File: src/rtl/bpa_pkg.sv
// ---------------------------------------------------------------------------
// bpa_pkg: shared types and constants of the bitmap page allocator
// Command and status codes, payload field widths and register map.
// ---------------------------------------------------------------------------
package bpa_pkg;

   localparam int CMD_W       = 2;
   localparam int ADDR_IN_W   = 32;
   localparam int PAGE_ADDR_W = 27;
   localparam int STATUS_W    = 3;
   localparam int COUNT_W     = 16;
   localparam int MEM_KB_W    = 22;
   localparam int CSR_ADDR_W  = 3;
   localparam int CSR_DATA_W  = 32;

   localparam logic [MEM_KB_W-1:0] MEM_KB_RESET = 22'd131072;

   typedef enum logic [CMD_W-1:0] {
      CMD_ALLOC = 2'd0,
      CMD_FREE  = 2'd1,
      CMD_INIT  = 2'd2
   } cmd_type;

   typedef enum logic [STATUS_W-1:0] {
      STAT_OK           = 3'd0,
      STAT_OUT_OF_MEM   = 3'd1,
      STAT_UNALIGNED    = 3'd2,
      STAT_OUT_OF_RANGE = 3'd3,
      STAT_ALREADY_FREE = 3'd4
   } status_type;

   // register index as seen on paddr[2]
   typedef enum logic {
      REG_INSTALLED_KB = 1'b0
   } reg_index_type;

endpackage

File: src/rtl/bpa_csr.sv
// ---------------------------------------------------------------------------
// bpa_csr: APB register file
// Holds the installed memory size used by the init command.
// ---------------------------------------------------------------------------
module bpa_csr (
   input  logic                            clock,
   input  logic                            reset,
   input  logic                            psel,
   input  logic                            penable,
   input  logic                            pwrite,
   input  logic [bpa_pkg::CSR_ADDR_W-1:0]  paddr,
   input  logic [bpa_pkg::CSR_DATA_W-1:0]  pwdata,
   output logic [bpa_pkg::CSR_DATA_W-1:0]  prdata,
   output logic                            pready,
   output logic [bpa_pkg::MEM_KB_W-1:0]    installed_kb
);
   import bpa_pkg::*;

   logic [MEM_KB_W-1:0] mem_kb_ff;
   logic [MEM_KB_W-1:0] mem_kb_in;
   logic                sel_kb;

   assign sel_kb = (paddr[2] == REG_INSTALLED_KB);

   always_comb begin
      mem_kb_in = mem_kb_ff;
      if (psel && penable && pwrite && sel_kb) begin
         mem_kb_in = pwdata[MEM_KB_W-1:0];
      end
   end

   always_ff @(posedge clock) begin
      if (reset) begin
         mem_kb_ff <= MEM_KB_RESET;
      end else begin
         mem_kb_ff <= mem_kb_in;
      end
   end

   assign pready       = 1'b1;
   assign prdata       = sel_kb ? CSR_DATA_W'(mem_kb_ff) : '0;
   assign installed_kb = mem_kb_ff;

endmodule

File: config.mk
export PLATFORM = sky130hd
export DESIGN_NAME = bpa_csr
export DESIGN_NICKNAME = d
export VERILOG_FILES = /design/src/rtl/bpa_pkg.sv /design/src/rtl/bpa_csr.sv
export SDC_FILE = /design/constraint.sdc
export NUM_CORES = 1
export LEC_CHECK = 0
export ABC_AREA = 0
export BUFFER_PORTS_ARGS = -buffer_cell sky130_fd_sc_hd__buf_2
export CORE_MARGIN = 10
export CORE_UTILIZATION = 39
export DETAILED_ROUTE_END_ITERATION = 10
export PLACE_DENSITY = 0.87
export SYNTH_ARGS = -nofsm -noshare
export SYNTH_HDL_FRONTEND = slang
export SYNTH_SLANG_ARGS = --single-unit
File: constraint.sdc
create_clock -name clock -period 1.5 [get_ports clock]
set_input_delay 0.45 -clock clock [delete_from_list [all_inputs] [get_ports clock]]
set_output_delay 0.45 -clock clock [all_outputs]
set_load 0.03 [all_outputs]
# ---- After elaboration in Yosys (flattened, before gate mapping)
# Index checks and enable logic that the tools add are counted.
dict set report word_totals {
  word_cells 6
  out_inout_bits 55
  inputBits 40
  ff_bits 22
}
dict set report classes {
  reduce_logical 3
  mux 1
  bitwise_logic 1
}
# op n
set op_table {}
lappend op_table {{$mux 22} 1}
lappend op_table {{$logic_and 1x1->1} 3}
lappend op_table {{$not 1->1} 1}

# ---- Longest topological paths before layout
dict set report logic_depth {
  word_depth 3
  ltp_mapped 4
  depth_no_buf 2
}

# ---- Worst setup path after synthesis
# OpenSTA, ideal clock, no wires.
dict set report synth_path {
  path_kind {input port to output port}
  start {input port paddr[2] in the netlist's numbering}
  end {output port prdata[0] in the netlist's numbering}
  slack_ps -42
  n_path_buf 1
  arrival_time_ps 1092
  required_ps 1050
  path_stages 2
  cell_sequence {clkbuf_1 > nor2b_1}
}
dict set report synth_between {
  elab_chain_cells 1
}
# item line_no
set synth_rtl {}
lappend synth_rtl {{start, declared} bpa_csr.sv:11} ;# input logic [bpa_pkg::CSR_ADDR_W-1:0] paddr,
lappend synth_rtl {{$mux 22} bpa_csr.sv:41} ;# assign prdata = sel_kb ? CSR_DATA_W'(mem_kb_ff) : '0;
lappend synth_rtl {{end, declared} bpa_csr.sv:13} ;# output logic [bpa_pkg::CSR_DATA_W-1:0] prdata,
# Every way passes these cells.

# ---- Final worst setup path
dict set report layout_path {
  start {input port paddr[2] in the netlist's numbering}
  end {output port prdata[13] in the netlist's numbering}
}
# Same word-level chain as after synthesis.

==> results.py <==
metrics = {
    "pwr": {
        "power_density_nw_per_um2": 658.1,
        "p_total_mw": 1.197,
        "power.leakage_nw": 0.8464,
        "peakVddDrop_v": 0.0002916,
    },
    "place": {
        "dp.cells": 241,
        "hpwl_um": 2509,
        "portBuffers": 71,
        "gp_congestion": 0.7306,
        "place_area_um2": 1578,
    },
    "synthesis": {
        "seq_area_frac_synth": 0.3531,
        "synth_area_um2": 1247,
        "synth_seq_cells": 22,
        "synthCells": 133,
        "avgSynthCellArea_um2": 9.379,
        "synthDistinctLibCells": 12,
        "yosysWarnings": 0,
    },
    "die": {
        "fp.dieW_um": 76.56,
        "ios": 95,
        "die-area_um2": 5861,
        "num_rows": 20,
        "core_area_um2": 3053,
        "initial_utilization": 0.4086,
        "die_h_um": 76.56,
    },
    "cts": {
        "clkTransAtPathRegs_ns": 0.12,
        "clock_sinks": 22,
        "h-tree-depth": 1,
        "ctsHoldBuffers": 0,
        "cts_tree": "yes",
        "root_buffer": "clkbuf_4",
        "clock_latency_ns": 0.31,
        "cts_buffers": 3,
        "clock_path_buffers": 2,
    },
    "cells_and_area": {
        "n_fill_cell": 294,
        "layout_commonest_cell": "buf_2",
        "antenna_cells": 0,
        "final_cell_mix": "buf_2, nand2b_1, mux2i_1",
        "drive_gt1_frac": 0.5147,
        "fin_area_um2": 1819,
        "fin_nets": 245,
        "largest_reg_flops": 22,
        "area_delta_synth_final_pct": 45.84,
        "fin_cells": 248,
    },
    "worst_setup_path": {
        "end_kind": "primary output",
        "cp-start-kind": "primary input",
        "path_max_fanout": 8,
        "worst-setup-path-type": "in -> out",
        "crit_required_ns": 1.05,
        "worst_ep_arrival_time_ns": 1.01,
    },
    "grt": {
        "grt_max_degree": 45,
        "antenna_found_initial": 0,
        "grt_pass1_wl_um": 5464,
        "grt_usage": 0.1109,
        "grt_pass1_vias": 1091,
        "overflow": 0,
    },
    "sta": {
        "fin_setup_tns_ns": 0,
        "finalClockSkew_ns": 0,
        "finalMaxSlewViolations": 0,
        "slew_headroom": 0.6535,
        "period_share": 0.9713,
        "setup_viol": 0,
        "hold_ws_ns": 0.3803,
        "fin_crit_ns": 1.457,
        "fmax_mhz": 686.4,
        "worst_pin_slew_ns": 0.5198,
        "hold_viol": 0,
    },
    "run_status": {
        "status": "completed",
    },
    "drt": {
        "post_drt_wl_per_cell_um": 14.32,
        "ant_nets": 0,
        "via_per_inst": 4.254,
        "via_count": 1055,
        "drt-initial-drc-count": 44,
        "wirelength_um": 3552,
        "drc": 0,
        "drtPass1Iterations": 4,
    },
    "min_path": {
        "hp-class": "in -> reg",
    },
    "run": {
        "cap_viol_max_count": 0,
    },
}
-- worst max-delay path: stages --
cell	delay [ns]
buf_6	0.12
clkbuf_16	0.16
nor2b_4	0.10
buf_4	0.16
-- area by class of cell --
| cell class | instances | area (um^2) | share of cell area |
|---|---|---|---|
| multi-input cells | 100 | 739.5 | 0.4065 |
| repair buffers | 78 | 534.3 | 0.2937 |
| flip-flops and latches | 22 | 454.2 | 0.2497 |
| well taps | 44 | 55.05 | 0.03026 |
| clock buffers | 4 | 36.28 | 0.01995 |
-- Yosys cell counts (all sizes together) --
cell / instances / area share
and2b: 2 / 0.014
dfxtp: 22 / 0.35
clkbuf: 6 / 0.018
nand2b: 42 / 0.21
mux2i: 22 / 0.18
nor2b: 20 / 0.10
nor2: 2 / 0.0060
conb: 2 / 0.0060
and4b: 1 / 0.0080
buf: 14 / 0.11
-- report_power, final --
group | switching [mW] | internal [mW] | total (mW) | leakage [nW]
Clock | 0.181 | 0.148 | 0.329 | 0.0210
Combinational | 0.151 | 0.110 | 0.261 | 0.642
Sequential | 0.00882 | 0.598 | 0.607 | 0.183
Total | 0.341 | 0.856 | 1.20 | 0.846
-- cells by family (layout without fill, tap and decap cells) --
| logic type | after synthesis | in the layout | share of synthesized area |
|---|---|---|---|
| DFF | 22 | 22 | 0.3531 |
| muxes | 22 | 22 | 0.1765 |
| and+or+nand+nor | 67 | 67 | 0.3390 |
| other | 2 | 11 | 0.006020 |
| buffers and inverters | 20 | 82 | 0.1254 |
-- timing repair --
action / CTS / global route
resized for setup: 19 / 40
cloned: 0 / 1
pin swaps: 0 / 0
setup endpoints to repair: 17 / 22
setup buffers: 0 / 2
-- per-stage QoR --
stage	worst slack (ns)	utilization
after global routing	-0.02393	0.5959
after global placement	-0.02481	0.5168
after floorplan	-0.04186	-
final	0.04308	0.5959
after CTS	-0.009036	0.5451
after detailed placement	-0.03804	0.5168
-- routing by layer --
| layer | part of all wire | vias up | track usage |
|---|---|---|---|
| met2 | 0.55 | 37 | 0.1930 |
| met1 | 0.40 | 481 | 0.1239 |
| met3 | 0.045 | 2 | 0.02358 |
| met4 | 0.0096 | 0 | 0.05576 |
| li1 | - | 535 | - |
| met5 | 0 | - | 0 |
-- worst paths after layout --
check                                       from  cells past startpoint  slack, ns          endpoint
worst min-delay path                   pwdata[2]                      3       0.38   installed_kb[2]
worst max-delay path                    paddr[2]                      4       0.04        prdata[13]
worst max register to register  installed_kb[12]                      2       0.82  installed_kb[12]
worst min register to register   installed_kb[3]                      2       0.48   installed_kb[3]
No activity file was read; power rests on OpenSTA's default activity.
